File: src/rtl/ecbs_pkg.sv
`timescale 1ns / 1ps
// ----------------------------------------------------------------------------
// ecbs_pkg
// Shared types and constants for the equal-count bin statistics core:
// register map, result status codes, controller states and the command and
// status groups between controller and datapath.
// ----------------------------------------------------------------------------
package ecbs_pkg;

  localparam int unsigned ValueW    = 64;
  localparam int unsigned BinW      = 10;
  localparam int unsigned CountW    = 32;
  localparam int unsigned RemW      = 33;
  localparam int unsigned StatusW   = 2;
  localparam int unsigned OutDataW  = 272;

  localparam logic signed [ValueW-1:0] LlongMax = {1'b0, {(ValueW-1){1'b1}}};
  localparam logic signed [ValueW-1:0] LlongMin = {1'b1, {(ValueW-1){1'b0}}};

  // Reset values of the configuration registers
  localparam logic [BinW-1:0]   NumBinsRst   = 10'd2;
  localparam logic [CountW-1:0] TotalRowsRst = 32'd3;

  // Register index (byte address / 4)
  typedef enum logic [0:0] {
    REG_NUM_BINS   = 1'b0,
    REG_TOTAL_ROWS = 1'b1
  } reg_idx_e;

  // Result status codes
  typedef enum logic [StatusW-1:0] {
    ST_BIN_DONE = 2'd0,
    ST_BAD_CFG  = 2'd1,
    ST_BEYOND   = 2'd2
  } status_e;

  // Controller states
  typedef enum logic [1:0] {
    S_RUN,
    S_SIZE,
    S_MEAN_GO,
    S_MEAN
  } ctrl_state_e;

  // Commands from controller to datapath
  typedef struct packed {
    logic    hold_en;       // capture the input value for later
    logic    acc_en;        // fold a value into the running bin
    logic    acc_src_hold;  // take that value from the hold register
    logic    set_size;      // latch rows per bin from the divider
    logic    div_start;     // launch the divider
    logic    div_sel_mean;  // 1: bin mean, 0: rows per bin
    logic    emit_status;   // load a status-only result
    status_e status_code;
    logic    emit_bin;      // load a finished bin result and close the bin
  } ecbs_cmd_t;

  // Status from datapath to controller
  typedef struct packed {
    logic cfg_bad;
    logic beyond;
    logic size_ready;
    logic done_next;
    logic div_busy;
    logic out_free;
  } ecbs_sts_t;

endpackage

File: src/rtl/ecbs_div.sv
`timescale 1ns / 1ps
// ----------------------------------------------------------------------------
// ecbs_div
// Radix-2 restoring divider, 64-bit unsigned dividend by 32-bit divisor.
// One quotient bit per cycle; busy stays high from start until the last
// quotient bit is in, and the result holds until the next start.
// ----------------------------------------------------------------------------
module ecbs_div (
  input  logic        clk_i,
  input  logic        rst_ni,
  input  logic        start_i,
  input  logic [63:0] dividend_i,
  input  logic [31:0] divisor_i,
  output logic        busy_o,
  output logic [63:0] quot_o,
  output logic [31:0] rem_o
);

  logic        busy_q;
  logic [5:0]  cnt_q;
  logic [63:0] dvd_q;
  logic [31:0] dvs_q;
  logic [31:0] rem_q;
  logic [32:0] rem_sh;
  logic [32:0] rem_sub;
  logic        ge;

  // Shift in the next dividend bit and trial-subtract the divisor
  always_comb begin
    rem_sh  = {rem_q, dvd_q[63]};
    ge      = rem_sh >= {1'b0, dvs_q};
    rem_sub = rem_sh - {1'b0, dvs_q};
  end

  // Control: step counter and busy flag
  always_ff @(posedge clk_i or negedge rst_ni) begin
    if (!rst_ni) begin
      busy_q <= 1'b0;
      cnt_q  <= '0;
    end else if (start_i) begin
      busy_q <= 1'b1;
      cnt_q  <= '0;
    end else if (busy_q) begin
      cnt_q <= cnt_q + 6'd1;
      if (cnt_q == 6'd63) begin
        busy_q <= 1'b0;
      end
    end
  end

  // Datapath: quotient bits shift into the dividend register
  always_ff @(posedge clk_i) begin
    if (start_i) begin
      dvd_q <= dividend_i;
      dvs_q <= divisor_i;
      rem_q <= '0;
    end else if (busy_q) begin
      dvd_q <= {dvd_q[62:0], ge};
      rem_q <= ge ? rem_sub[31:0] : rem_sh[31:0];
    end
  end

  assign busy_o = busy_q;
  assign quot_o = dvd_q;
  assign rem_o  = rem_q;

endmodule

File: src/rtl/ecbs_dp.sv
`timescale 1ns / 1ps
// ----------------------------------------------------------------------------
// ecbs_dp
// Datapath: stream and bin accumulators, bin-close detection, the shared
// divider and the result register on the master side.
// ----------------------------------------------------------------------------
module ecbs_dp #(
  parameter int unsigned MAX_BINS = 1024
) (
  input  logic                              clk_i,
  input  logic                              rst_ni,
  input  logic [ecbs_pkg::BinW-1:0]         num_bins_i,
  input  logic [ecbs_pkg::CountW-1:0]       total_rows_i,
  input  logic                              cfg_wr_i,
  input  ecbs_pkg::ecbs_cmd_t               cmd_i,
  output ecbs_pkg::ecbs_sts_t               sts_o,
  input  logic signed [ecbs_pkg::ValueW-1:0] value_i,
  output logic                              m_valid_o,
  input  logic                              m_ready_i,
  output logic [ecbs_pkg::OutDataW-1:0]     m_data_o,
  output logic [ecbs_pkg::StatusW-1:0]      m_user_o
);

  // Stream state
  logic [31:0]        rpb_q;
  logic               size_ready_q;
  logic [9:0]         cur_bin_q;
  logic [31:0]        rows_in_bin_q;
  logic [31:0]        rows_seen_q;
  logic signed [63:0] min_q;
  logic signed [63:0] max_q;
  logic signed [63:0] sum_q;
  logic signed [63:0] hold_q;

  // Result register
  logic                           out_valid_q;
  logic [ecbs_pkg::OutDataW-1:0]  out_data_q;
  logic [ecbs_pkg::StatusW-1:0]   out_user_q;

  // Divider
  logic        div_busy;
  logic [63:0] div_quot;
  logic [31:0] div_rem;
  logic [63:0] div_dvd;
  logic [31:0] div_dvs;

  logic signed [63:0] acc_val;
  logic [31:0]        rpb_eff;
  logic               last_bin;
  logic               done_next;
  logic               cfg_bad;
  logic               out_free;
  logic               sum_neg;
  logic [63:0]        sum_mag;
  logic [63:0]        avg_q;
  logic [32:0]        avg_r;

  // Configuration check, end-of-column and bin-close detection
  always_comb begin
    cfg_bad  = (num_bins_i < 10'd2)
            || ({22'd0, num_bins_i} >= 32'(MAX_BINS))
            || (total_rows_i <= {22'd0, num_bins_i});
    rpb_eff  = size_ready_q ? rpb_q : div_quot[31:0];
    last_bin = ({1'b0, cur_bin_q} + 11'd1) >= {1'b0, num_bins_i};
    done_next = last_bin
              ? (({1'b0, rows_seen_q} + 33'd1) >= {1'b0, total_rows_i})
              : (({1'b0, rows_in_bin_q} + 33'd1) >= {1'b0, rpb_eff});
    out_free = !out_valid_q || m_ready_i;
    acc_val  = cmd_i.acc_src_hold ? hold_q : value_i;
  end

  // Divider operand select: rows per bin, or magnitude of the bin sum
  always_comb begin
    sum_neg = sum_q[63];
    sum_mag = sum_neg ? (64'd0 - sum_q) : sum_q;
    if (cmd_i.div_sel_mean) begin
      div_dvd = sum_mag;
      div_dvs = rows_in_bin_q;
    end else begin
      div_dvd = {32'd0, total_rows_i};
      div_dvs = {22'd0, num_bins_i};
    end
    avg_q = sum_neg ? (64'd0 - div_quot) : div_quot;
    avg_r = sum_neg ? (33'd0 - {1'b0, div_rem}) : {1'b0, div_rem};
  end

  ecbs_div u_div (
    .clk_i      (clk_i),
    .rst_ni     (rst_ni),
    .start_i    (cmd_i.div_start),
    .dividend_i (div_dvd),
    .divisor_i  (div_dvs),
    .busy_o     (div_busy),
    .quot_o     (div_quot),
    .rem_o      (div_rem)
  );

  // Hold the first row of a stream while the bin size is computed
  always_ff @(posedge clk_i) begin
    if (cmd_i.hold_en) begin
      hold_q <= value_i;
    end
  end

  // Accumulate rows, close bins, restart on a register write
  always_ff @(posedge clk_i or negedge rst_ni) begin
    if (!rst_ni) begin
      rpb_q         <= '0;
      size_ready_q  <= 1'b0;
      cur_bin_q     <= '0;
      rows_in_bin_q <= '0;
      rows_seen_q   <= '0;
      min_q         <= ecbs_pkg::LlongMax;
      max_q         <= ecbs_pkg::LlongMin;
      sum_q         <= '0;
    end else if (cfg_wr_i) begin
      rpb_q         <= '0;
      size_ready_q  <= 1'b0;
      cur_bin_q     <= '0;
      rows_in_bin_q <= '0;
      rows_seen_q   <= '0;
      min_q         <= ecbs_pkg::LlongMax;
      max_q         <= ecbs_pkg::LlongMin;
      sum_q         <= '0;
    end else begin
      if (cmd_i.set_size) begin
        rpb_q        <= div_quot[31:0];
        size_ready_q <= 1'b1;
      end
      if (cmd_i.acc_en) begin
        if (acc_val < min_q) begin
          min_q <= acc_val;
        end
        if (acc_val > max_q) begin
          max_q <= acc_val;
        end
        sum_q         <= sum_q + acc_val;
        rows_in_bin_q <= rows_in_bin_q + 32'd1;
        rows_seen_q   <= rows_seen_q + 32'd1;
      end else if (cmd_i.emit_bin) begin
        if (!last_bin) begin
          cur_bin_q <= cur_bin_q + 10'd1;
        end
        rows_in_bin_q <= '0;
        min_q         <= ecbs_pkg::LlongMax;
        max_q         <= ecbs_pkg::LlongMin;
        sum_q         <= '0;
      end
    end
  end

  // Result register valid flag
  always_ff @(posedge clk_i or negedge rst_ni) begin
    if (!rst_ni) begin
      out_valid_q <= 1'b0;
    end else if (cmd_i.emit_status || cmd_i.emit_bin) begin
      out_valid_q <= 1'b1;
    end else if (m_ready_i) begin
      out_valid_q <= 1'b0;
    end
  end

  // Result register payload
  always_ff @(posedge clk_i) begin
    if (cmd_i.emit_status) begin
      out_data_q <= '0;
      out_user_q <= cmd_i.status_code;
    end else if (cmd_i.emit_bin) begin
      out_data_q <= {5'd0, avg_r, avg_q, rows_in_bin_q, max_q, min_q, cur_bin_q};
      out_user_q <= ecbs_pkg::ST_BIN_DONE;
    end
  end

  always_comb begin
    sts_o.cfg_bad    = cfg_bad;
    sts_o.beyond     = rows_seen_q >= total_rows_i;
    sts_o.size_ready = size_ready_q;
    sts_o.done_next  = done_next;
    sts_o.div_busy   = div_busy;
    sts_o.out_free   = out_free;
  end

  assign m_valid_o = out_valid_q;
  assign m_data_o  = out_data_q;
  assign m_user_o  = out_user_q;

`ifndef SYNTH
  // Never take more rows than the column holds
  a_rows_bounded: assert property (@(posedge clk_i) disable iff (!rst_ni)
    rows_seen_q <= total_rows_i)
    else $error("rows_seen exceeds total_rows");

  // A bin never holds more rows than the stream has seen
  a_bin_within_stream: assert property (@(posedge clk_i) disable iff (!rst_ni)
    rows_in_bin_q <= rows_seen_q)
    else $error("rows_in_bin exceeds rows_seen");

  // A result is never loaded over one that is still waiting
  a_no_overwrite: assert property (@(posedge clk_i) disable iff (!rst_ni)
    (cmd_i.emit_status || cmd_i.emit_bin) |-> out_free)
    else $error("result register overwritten");
`endif

endmodule

File: src/rtl/ecbs_ctrl.sv
`timescale 1ns / 1ps
// ----------------------------------------------------------------------------
// ecbs_ctrl
// Controller: accepts rows, sequences the bin-size and bin-mean divisions
// and decides when a result is loaded.
// ----------------------------------------------------------------------------
module ecbs_ctrl (
  input  logic                clk_i,
  input  logic                rst_ni,
  input  logic                s_valid_i,
  output logic                s_ready_o,
  input  ecbs_pkg::ecbs_sts_t sts_i,
  output ecbs_pkg::ecbs_cmd_t cmd_o
);

  ecbs_pkg::ctrl_state_e state_q;
  ecbs_pkg::ctrl_state_e state_d;
  logic                  accept;

  // State register
  always_ff @(posedge clk_i or negedge rst_ni) begin
    if (!rst_ni) begin
      state_q <= ecbs_pkg::S_RUN;
    end else begin
      state_q <= state_d;
    end
  end

  // Next state and commands
  always_comb begin
    state_d   = state_q;
    cmd_o     = '0;
    s_ready_o = 1'b0;
    accept    = 1'b0;
    unique case (state_q)
      ecbs_pkg::S_RUN: begin
        // A status result needs the output register; a plain row does not
        s_ready_o = !(sts_i.cfg_bad || sts_i.beyond) || sts_i.out_free;
        accept    = s_valid_i && s_ready_o;
        if (accept) begin
          priority if (sts_i.cfg_bad) begin
            cmd_o.emit_status = 1'b1;
            cmd_o.status_code = ecbs_pkg::ST_BAD_CFG;
          end else if (sts_i.beyond) begin
            cmd_o.emit_status = 1'b1;
            cmd_o.status_code = ecbs_pkg::ST_BEYOND;
          end else if (!sts_i.size_ready) begin
            cmd_o.hold_en   = 1'b1;
            cmd_o.div_start = 1'b1;
            state_d         = ecbs_pkg::S_SIZE;
          end else begin
            cmd_o.acc_en = 1'b1;
            if (sts_i.done_next) begin
              state_d = ecbs_pkg::S_MEAN_GO;
            end
          end
        end
      end
      ecbs_pkg::S_SIZE: begin
        // Latch the bin size and, in the same cycle, fold in the held first row
        if (!sts_i.div_busy) begin
          cmd_o.set_size     = 1'b1;
          cmd_o.acc_en       = 1'b1;
          cmd_o.acc_src_hold = 1'b1;
          state_d = sts_i.done_next ? ecbs_pkg::S_MEAN_GO : ecbs_pkg::S_RUN;
        end
      end
      ecbs_pkg::S_MEAN_GO: begin
        cmd_o.div_start    = 1'b1;
        cmd_o.div_sel_mean = 1'b1;
        state_d            = ecbs_pkg::S_MEAN;
      end
      ecbs_pkg::S_MEAN: begin
        // Load the bin result once the mean is ready and the slot is free
        if (!sts_i.div_busy && sts_i.out_free) begin
          cmd_o.emit_bin = 1'b1;
          state_d        = ecbs_pkg::S_RUN;
        end
      end
      default: begin
        state_d = ecbs_pkg::S_RUN;
      end
    endcase
  end

`ifndef SYNTH
  // Rows are taken only while no division is in flight
  a_ready_only_run: assert property (@(posedge clk_i) disable iff (!rst_ni)
    s_ready_o |-> (state_q == ecbs_pkg::S_RUN))
    else $error("row accepted outside run state");

  // A bin result is loaded only after the mean division has finished
  a_emit_after_div: assert property (@(posedge clk_i) disable iff (!rst_ni)
    cmd_o.emit_bin |-> !sts_i.div_busy && $past(state_q) == ecbs_pkg::S_MEAN)
    else $error("bin result loaded while divider busy");

  // The mean division always follows its setup cycle
  a_mean_after_go: assert property (@(posedge clk_i) disable iff (!rst_ni)
    (state_q == ecbs_pkg::S_MEAN_GO) |=> (state_q == ecbs_pkg::S_MEAN) && sts_i.div_busy)
    else $error("mean division not launched");
`endif

endmodule

File: src/rtl/equal_count_bin_statistics_core.sv
`timescale 1ns / 1ps
// ----------------------------------------------------------------------------
// equal_count_bin_statistics_core
// Equal-count binning of a sorted signed 64-bit column with per-bin minimum,
// maximum, row count and exact mean (quotient and remainder).
// ----------------------------------------------------------------------------
// Rows stream in on the slave side, one transfer per row, at one row per
// cycle while a bin is filling. The first row after reset or a register
// write is held while the shared 64-step divider works out rows per bin;
// closing a bin sets up the divider operands, runs the 64 divider steps
// for the mean and then loads the result. Status results for a bad
// configuration or a row past total_rows are loaded as the row is taken. One
// result waits in the output register; further rows that close no bin keep
// being taken while it waits. Writing either register restarts the column.
// ----------------------------------------------------------------------------
module equal_count_bin_statistics_core #(
  parameter int unsigned MAX_BINS = 1024
) (
  input  logic         clk_i,
  input  logic         rst_ni,
  // Row input; tdata: value[63:0]
  input  logic         s_axis_tvalid,
  output logic         s_axis_tready,
  input  logic [63:0]  s_axis_tdata,
  // Results; tdata: bin_index[9:0], min_value[73:10], max_value[137:74],
  // row_count[169:138], avg_quotient[233:170], avg_remainder[266:234], zero pad
  output logic         m_axis_tvalid,
  input  logic         m_axis_tready,
  output logic [271:0] m_axis_tdata,
  // tuser: status[1:0]
  output logic [1:0]   m_axis_tuser,
  // Configuration port
  input  logic         psel,
  input  logic         penable,
  input  logic         pwrite,
  input  logic [2:0]   paddr,
  input  logic [31:0]  pwdata,
  output logic [31:0]  prdata,
  output logic         pready
);

  logic [ecbs_pkg::BinW-1:0]   num_bins_q;
  logic [ecbs_pkg::CountW-1:0] total_rows_q;
  logic                        cfg_wr;
  ecbs_pkg::reg_idx_e          reg_idx;
  ecbs_pkg::ecbs_cmd_t         cmd;
  ecbs_pkg::ecbs_sts_t         sts;

  assign pready  = 1'b1;
  assign reg_idx = ecbs_pkg::reg_idx_e'(paddr[2]);
  assign cfg_wr  = psel && penable && pwrite && pready;

  // Configuration registers
  always_ff @(posedge clk_i or negedge rst_ni) begin
    if (!rst_ni) begin
      num_bins_q   <= ecbs_pkg::NumBinsRst;
      total_rows_q <= ecbs_pkg::TotalRowsRst;
    end else if (cfg_wr) begin
      unique case (reg_idx)
        ecbs_pkg::REG_NUM_BINS:   num_bins_q   <= pwdata[9:0];
        ecbs_pkg::REG_TOTAL_ROWS: total_rows_q <= pwdata;
        default: ;
      endcase
    end
  end

  // Register readback
  always_comb begin
    unique case (reg_idx)
      ecbs_pkg::REG_NUM_BINS:   prdata = {22'd0, num_bins_q};
      ecbs_pkg::REG_TOTAL_ROWS: prdata = total_rows_q;
      default:                  prdata = '0;
    endcase
  end

  ecbs_ctrl u_ctrl (
    .clk_i     (clk_i),
    .rst_ni    (rst_ni),
    .s_valid_i (s_axis_tvalid),
    .s_ready_o (s_axis_tready),
    .sts_i     (sts),
    .cmd_o     (cmd)
  );

  ecbs_dp #(
    .MAX_BINS (MAX_BINS)
  ) u_dp (
    .clk_i        (clk_i),
    .rst_ni       (rst_ni),
    .num_bins_i   (num_bins_q),
    .total_rows_i (total_rows_q),
    .cfg_wr_i     (cfg_wr),
    .cmd_i        (cmd),
    .sts_o        (sts),
    .value_i      (s_axis_tdata),
    .m_valid_o    (m_axis_tvalid),
    .m_ready_i    (m_axis_tready),
    .m_data_o     (m_axis_tdata),
    .m_user_o     (m_axis_tuser)
  );

endmodule

File: config.mk
export PLATFORM = sky130hd
export DESIGN_NAME = equal_count_bin_statistics_core
export DESIGN_NICKNAME = d
export VERILOG_FILES = /design/src/rtl/ecbs_pkg.sv /design/src/rtl/ecbs_div.sv /design/src/rtl/ecbs_dp.sv /design/src/rtl/ecbs_ctrl.sv /design/src/rtl/equal_count_bin_statistics_core.sv
export SDC_FILE = /design/constraint.sdc
export NUM_CORES = 2
export LEC_CHECK = 0
export BUFFER_PORTS_ARGS = -buffer_cell sky130_fd_sc_hd__buf_2
export CAP_MARGIN = 10
export CORE_MARGIN = 2
export CORE_UTILIZATION = 35
export DETAILED_ROUTE_END_ITERATION = 8
export GPL_TIMING_DRIVEN = 0
export HOLD_SLACK_MARGIN = 0.08
export PLACE_DENSITY = 0.59
export SYNTH_ARGS = -nofsm -noshare
export SYNTH_HDL_FRONTEND = slang
export SYNTH_SLANG_ARGS = --single-unit
File: constraint.sdc
create_clock -name clk_i -period 4.55 [get_ports clk_i]
set_input_delay 0.6825 -clock clk_i [delete_from_list [all_inputs] [get_ports clk_i]]
set_output_delay 0.6825 -clock clk_i [all_outputs]
set_load 0.02 [all_outputs]
==> qor.log <==
qor: run_status.outcome finished, violations left
qor: run_status.violations_in_the_final_reports negative setup slack
qor: worst_setup_path.cp_slowest_cell sky130_fd_sc_hd__or4_4
qor: power_and_ir_drop.pwr_density_cell 710.2 mW/mm^2
qor: clock_tree.tritoncts.num_buffers 95
qor: power_and_ir_drop.power_switching 0.01807 W
qor: final_layout.final_area 0.05674 sq mm
qor: timing.final.setup.tns -71,400 ps
qor: placed_design.postPlaceCellArea 0.05124 sq mm
qor: placed_design.place.port_buffers 406
qor: drt.avgViaCountPerCell 5.432
qor: final_layout.layout.cells.non_filler 7,608
qor: placed_design.placedCellCount 7,351
qor: yosys.number_of_flops_mapped_to_enable_cells_by_yosys 162
qor: yosys.post_synth_instance_area 0.04651 sq mm
qor: floorplan.dieHeight 368.5 um
qor: drt.routed-via-count 41.33k
qor: clock_tree.cts_tree yes
qor: clock_tree.cts_root_buffer sky130_fd_sc_hd__clkbuf_16
qor: timing.fin_worst_skew 34.39 ps
qor: yosys.synth-seq-cells 812
qor: grt.gr-usage-all-layers 0.2474
qor: timing.fmaxAchievable 0.1915 GHz
qor: final_layout.layout-drive-gt1-share 0.1738
qor: power_and_ir_drop.combinationalPowerShare 0.497
qor: power_and_ir_drop.p_sw_frac 0.4485
qor: final_layout.syn_to_final_growth 21.98%
qor: worst_setup_path.cp_data_arrival_time 5820 ps
qor: drt.average_detailed_routed_wire_length_per_instance 22.75 um
qor: yosys.mean_instance_size_in_the_synthesized_netlist 8.981 sq um
qor: power_and_ir_drop.p_leak 25.12 nW
qor: timing.setup_violations 186
qor: drt.first_pass_iters 6
qor: timing.worst_pin_slew 1361 ps
qor: placed_design.dp.final_hpwl 131,000 um
qor: floorplan.placeableCoreArea 0.1316 sq mm
qor: yosys.cell_variety_after_synth 80
qor: floorplan.io_pins 415
qor: worst_setup_path.element_type_at_the_critical_path_end flip-flop
qor: yosys.yosysSeqAreaShare 0.4239
qor: worst_setup_path.cp.buffers_inverters 5
qor: clock_tree.cts.sinks 812
qor: power_and_ir_drop.share_seq_of_total_power 0.306
qor: timing.slew_viol_final 0
qor: clock_tree.clk_pin_slew_worst_setup_hold_paths 60 ps
qor: power_and_ir_drop.power.share.clock 0.197
qor: grt.grt_pass1_wl 254,200 um
qor: drt.detail_route.wirelength 173,100 um
qor: yosys.synth_top_flop_cell sky130_fd_sc_hd__dfxtp_1
qor: floorplan.floorplan.die_area 0.1358 sq mm
qor: power_and_ir_drop.vdd_ir_max 0.0003586 V
qor: clock_tree.max-clock-path-buffers 3
qor: timing.final_min_period_over_clock_period 1.148
qor: power_and_ir_drop.intPower 0.02222 W
qor: floorplan.initial_utilization 0.3533
qor: worst_setup_path.start_kind flip-flop
qor: worst_setup_path.crit_family simple AND/OR/NAND/NOR gates
qor: timing.timing_hold_violations_final 0
qor: drt.initialDrtViolationCount 3,212
qor: timing.fin_ws -671.2 ps
qor: final_layout.most_common_library_cell_in_the_layout_ignoring_fill_and_taps sky130_fd_sc_hd__nand2_1
qor: yosys.syn-instance-count 5,179
qor: timing.rsz0062_at_grt true
qor: worst_setup_path.cells_along_the_critical_path clkbuf_16 -> or3b_4 -> mux2i_4 -> clkinvlp_4 -> ha_4 -> nand4_1 -> or4_4 -> or3_4 -> or4_4 -> or3_4 -> o21ai_2 -> nor3_2 -> mux2i_2 -> buf_4 -> and2_4 -> clkbuf_16 -> buf_8 -> a22o_1
qor: timing.maxSlewHeadroom 0.09237
qor: worst_setup_path.critPathKind flip-flop to flip-flop
qor: floorplan.std_cell_rows 133
qor: grt.vias_in_the_first_global_route 39.90k
qor: drt.final_routed_drc_violation_total 0
qor: placed_design.finalWeightedCongestion 0.9454
qor: grt.grt_antenna_before_repair 14
qor: timing.finalWorstPathRequiredPeriod 5221 ps
qor: worst_setup_path.timing.critical_path.fanout_max 10
qor: clock_tree.worstSkewPairLatency 740 ps
qor: worst_setup_path.cpPeakStageDelay 610 ps
qor: yosys.ys_async_sr_fraction 0.4323
qor: grt.pin_count_of_the_biggest_net_entering_global_routing 115
qor: placed_design.pre_cts_ws -3843 ps
qor: worst_hold_path.hold_class input port to flip-flop
qor: flow_run.max_cap_viol_count 0
qor: floorplan.chipWidth 368.5 um
qor: worst_setup_path.critical_path_required 5150 ps
qor: yosys.yosys_warning_count 0
qor: drt.antenna_viol_nets_final 0
qor: clock_tree.cts_max_level 3
qor: final_layout.total_nets_final 6,217
qor: grt.total_congestion_overflow_after_global_routing 0
qor: final_layout.commonest_non_fill_non_tap_cells_in_the_layout sky130_fd_sc_hd__nand2_1, sky130_fd_sc_hd__a21oi_1, sky130_fd_sc_hd__buf_2
## synth_stat cells (7+ instances only)
master | number | area [sq um]
sky130_fd_sc_hd__o31ai_1 | 51 | 382.9
sky130_fd_sc_hd__xnor2_1 | 116 | 1016
sky130_fd_sc_hd__o211ai_1 | 22 | 165.2
sky130_fd_sc_hd__buf_4 | 7 | 52.55
sky130_fd_sc_hd__nand2b_1 | 25 | 156.4
sky130_fd_sc_hd__a211oi_1 | 133 | 998.5
sky130_fd_sc_hd__nor2b_1 | 17 | 106.4
sky130_fd_sc_hd__edfxtp_1 | 162 | 4865
sky130_fd_sc_hd__a21oi_1 | 414 | 2072
sky130_fd_sc_hd__a21o_1 | 143 | 1074
sky130_fd_sc_hd__and2_1 | 54 | 337.8
sky130_fd_sc_hd__a221oi_1 | 23 | 201.4
sky130_fd_sc_hd__a31oi_1 | 23 | 143.9
sky130_fd_sc_hd__ha_1 | 345 | 4317
sky130_fd_sc_hd__nor3_1 | 40 | 200.2
sky130_fd_sc_hd__o21ai_1 | 17 | 85.08
sky130_fd_sc_hd__a22o_1 | 88 | 770.7
sky130_fd_sc_hd__o21bai_1 | 17 | 127.6
sky130_fd_sc_hd__nand4_1 | 82 | 513.0
sky130_fd_sc_hd__dfxtp_1 | 299 | 5986
sky130_fd_sc_hd__nand2_1 | 866 | 3251
sky130_fd_sc_hd__nor4_1 | 17 | 106.4
sky130_fd_sc_hd__nand3_1 | 67 | 335.3
sky130_fd_sc_hd__or4_1 | 34 | 255.2
sky130_fd_sc_hd__mux2_2 | 44 | 495.5
sky130_fd_sc_hd__dfrtp_1 | 284 | 7107
sky130_fd_sc_hd__buf_1 | 22 | 82.58
sky130_fd_sc_hd__dfstp_2 | 67 | 1760
sky130_fd_sc_hd__or2_2 | 13 | 81.33
sky130_fd_sc_hd__or3_1 | 54 | 337.8
sky130_fd_sc_hd__xor2_1 | 217 | 1901
sky130_fd_sc_hd__o22ai_1 | 13 | 81.33
sky130_fd_sc_hd__inv_1 | 251 | 942.2
sky130_fd_sc_hd__o41ai_1 | 22 | 192.7
sky130_fd_sc_hd__clkbuf_1 | 266 | 998.5
sky130_fd_sc_hd__nor2_1 | 317 | 1190
sky130_fd_sc_hd__a2111oi_0 | 9 | 78.83
sky130_fd_sc_hd__mux2i_1 | 52 | 520.5
sky130_fd_sc_hd__o21a_1 | 28 | 210.2
sky130_fd_sc_hd__o21ai_0 | 263 | 1316
sky130_fd_sc_hd__a21boi_0 | 8 | 60.06
sky130_fd_sc_hd__and3_1 | 33 | 206.5
sky130_fd_sc_hd__o22a_1 | 63 | 551.8
## what timing repair did
action                                  in CTS  in global routing
pin swaps                                   27                 28
hold endpoints to repair                    60                  0
endpoints found under the setup margin     588                578
hold buffers                                 1                  0
resized for setup                          262                 81
setup buffers                               35                 22
gates cloned                                12                  3
## worst paths after layout
| check | end | slack (ps) | from | cells past startpoint |
|---|---|---|---|---|
| worst max-delay path | u_dp.max_q[62] | -670 | u_dp.u_div.busy_o | 18 |
| worst min-delay path | u_dp.hold_q[34] | 140 | s_axis_tdata[34] | 1 |
| worst max register to register | u_dp.max_q[62] | -670 | u_dp.u_div.busy_o | 18 |
| worst min register to register | u_dp.m_data_o[265] | 450 | u_dp.m_data_o[265] | 2 |
| max in group asynchronous | u_dp.rows_in_bin_q[2] | 2640 | rst_ni | 4 |
| min in group asynchronous | u_dp.max_q[6] | 540 | rst_ni | 2 |
## state kept, by name, summed over array words and instances (netlist names), 32 cells and up
name	cells
total_rows_q	32
u_dp.hold_q	64
u_dp.m_data_o	267
u_dp.max_q	64
u_dp.min_q	64
u_dp.rows_in_bin_q	32
u_dp.rows_seen_q	32
u_dp.rpb_q	32
u_dp.sum_q	64
u_dp.u_div.dvs_q	32
u_dp.u_div.quot_o	64
u_dp.u_div.rem_o	32
## kinds of logic after synthesis
logic type | share of synthesized area
AO/OA/AOI/OAI | 0.1949
XOR/XNOR | 0.06271
adder cells (fa/ha/maj) | 0.09367
buffers and inverters | 0.04471
flip-flops | 0.4239
multiplexers | 0.02184
other | 0.0001615
AND/OR/NAND/NOR | 0.1581
## power by group through the flow
stage | logic [W] | registers [W] | clock network, W
floorplan | 0.0118 | 0.0122 | 0
global placement | 0.0178 | 0.0123 | 0
detailed placement | 0.0180 | 0.0124 | 0
CTS | 0.0194 | 0.0122 | 0.00808
global route | 0.0219 | 0.0126 | 0.00835
finish | 0.0200 | 0.0123 | 0.00792
## worst register-to-register path, cell delays in order (launching register included)
cell and delay [ps]:
sky130_fd_sc_hd__dfrtp_1 390, sky130_fd_sc_hd__clkbuf_16 180, sky130_fd_sc_hd__or3b_4 500, sky130_fd_sc_hd__mux2i_4 300, sky130_fd_sc_hd__clkinvlp_4 210, sky130_fd_sc_hd__ha_4 300
sky130_fd_sc_hd__nand4_1 130, sky130_fd_sc_hd__or4_4 610, sky130_fd_sc_hd__or3_4 370, sky130_fd_sc_hd__or4_4 460, sky130_fd_sc_hd__or3_4 350, sky130_fd_sc_hd__o21ai_2 160
sky130_fd_sc_hd__nor3_2 70, sky130_fd_sc_hd__mux2i_2 170, sky130_fd_sc_hd__buf_4 160, sky130_fd_sc_hd__and2_4 180, sky130_fd_sc_hd__clkbuf_16 180, sky130_fd_sc_hd__buf_8 150
sky130_fd_sc_hd__a22o_1 220
## cell type report
class / count / area, sq um
buffer: 292 / 1627
sequential: 812 / 19720
clock buffer: 141 / 2785
fill: 12984 / 74890
multi-input combinational: 3825 / 26050
tap: 1755 / 2196
clock inverter: 39 / 432.9
inverter: 252 / 953.4
antenna: 6 / 15.01
timing repair buffer: 486 / 2955
## stage by stage
stage / utilization / hold WS [ps] / total power [W]
after floorplan: - / 386.9 / 0.02398
after global placement: 0.3878 / 439.8 / 0.03012
after detailed placement: 0.3892 / 444.6 / 0.03040
after CTS: 0.4261 / 80.37 / 0.03971
after global routing: 0.4310 / 124.3 / 0.04285
final: 0.4310 / 142.3 / 0.04030
## per-layer routing
layer  share of wire  vias up  routed length [um]  global-route usage
met5               0        -                   0                   0
met1            0.43    20015               74160              0.3223
met4           0.048        0                8362              0.1119
met2            0.46     1398               79340              0.4030
met3           0.065      301               11210             0.03913
li1                -    19611                   -                   -
No activity file was read; power rests on OpenSTA's default activity.
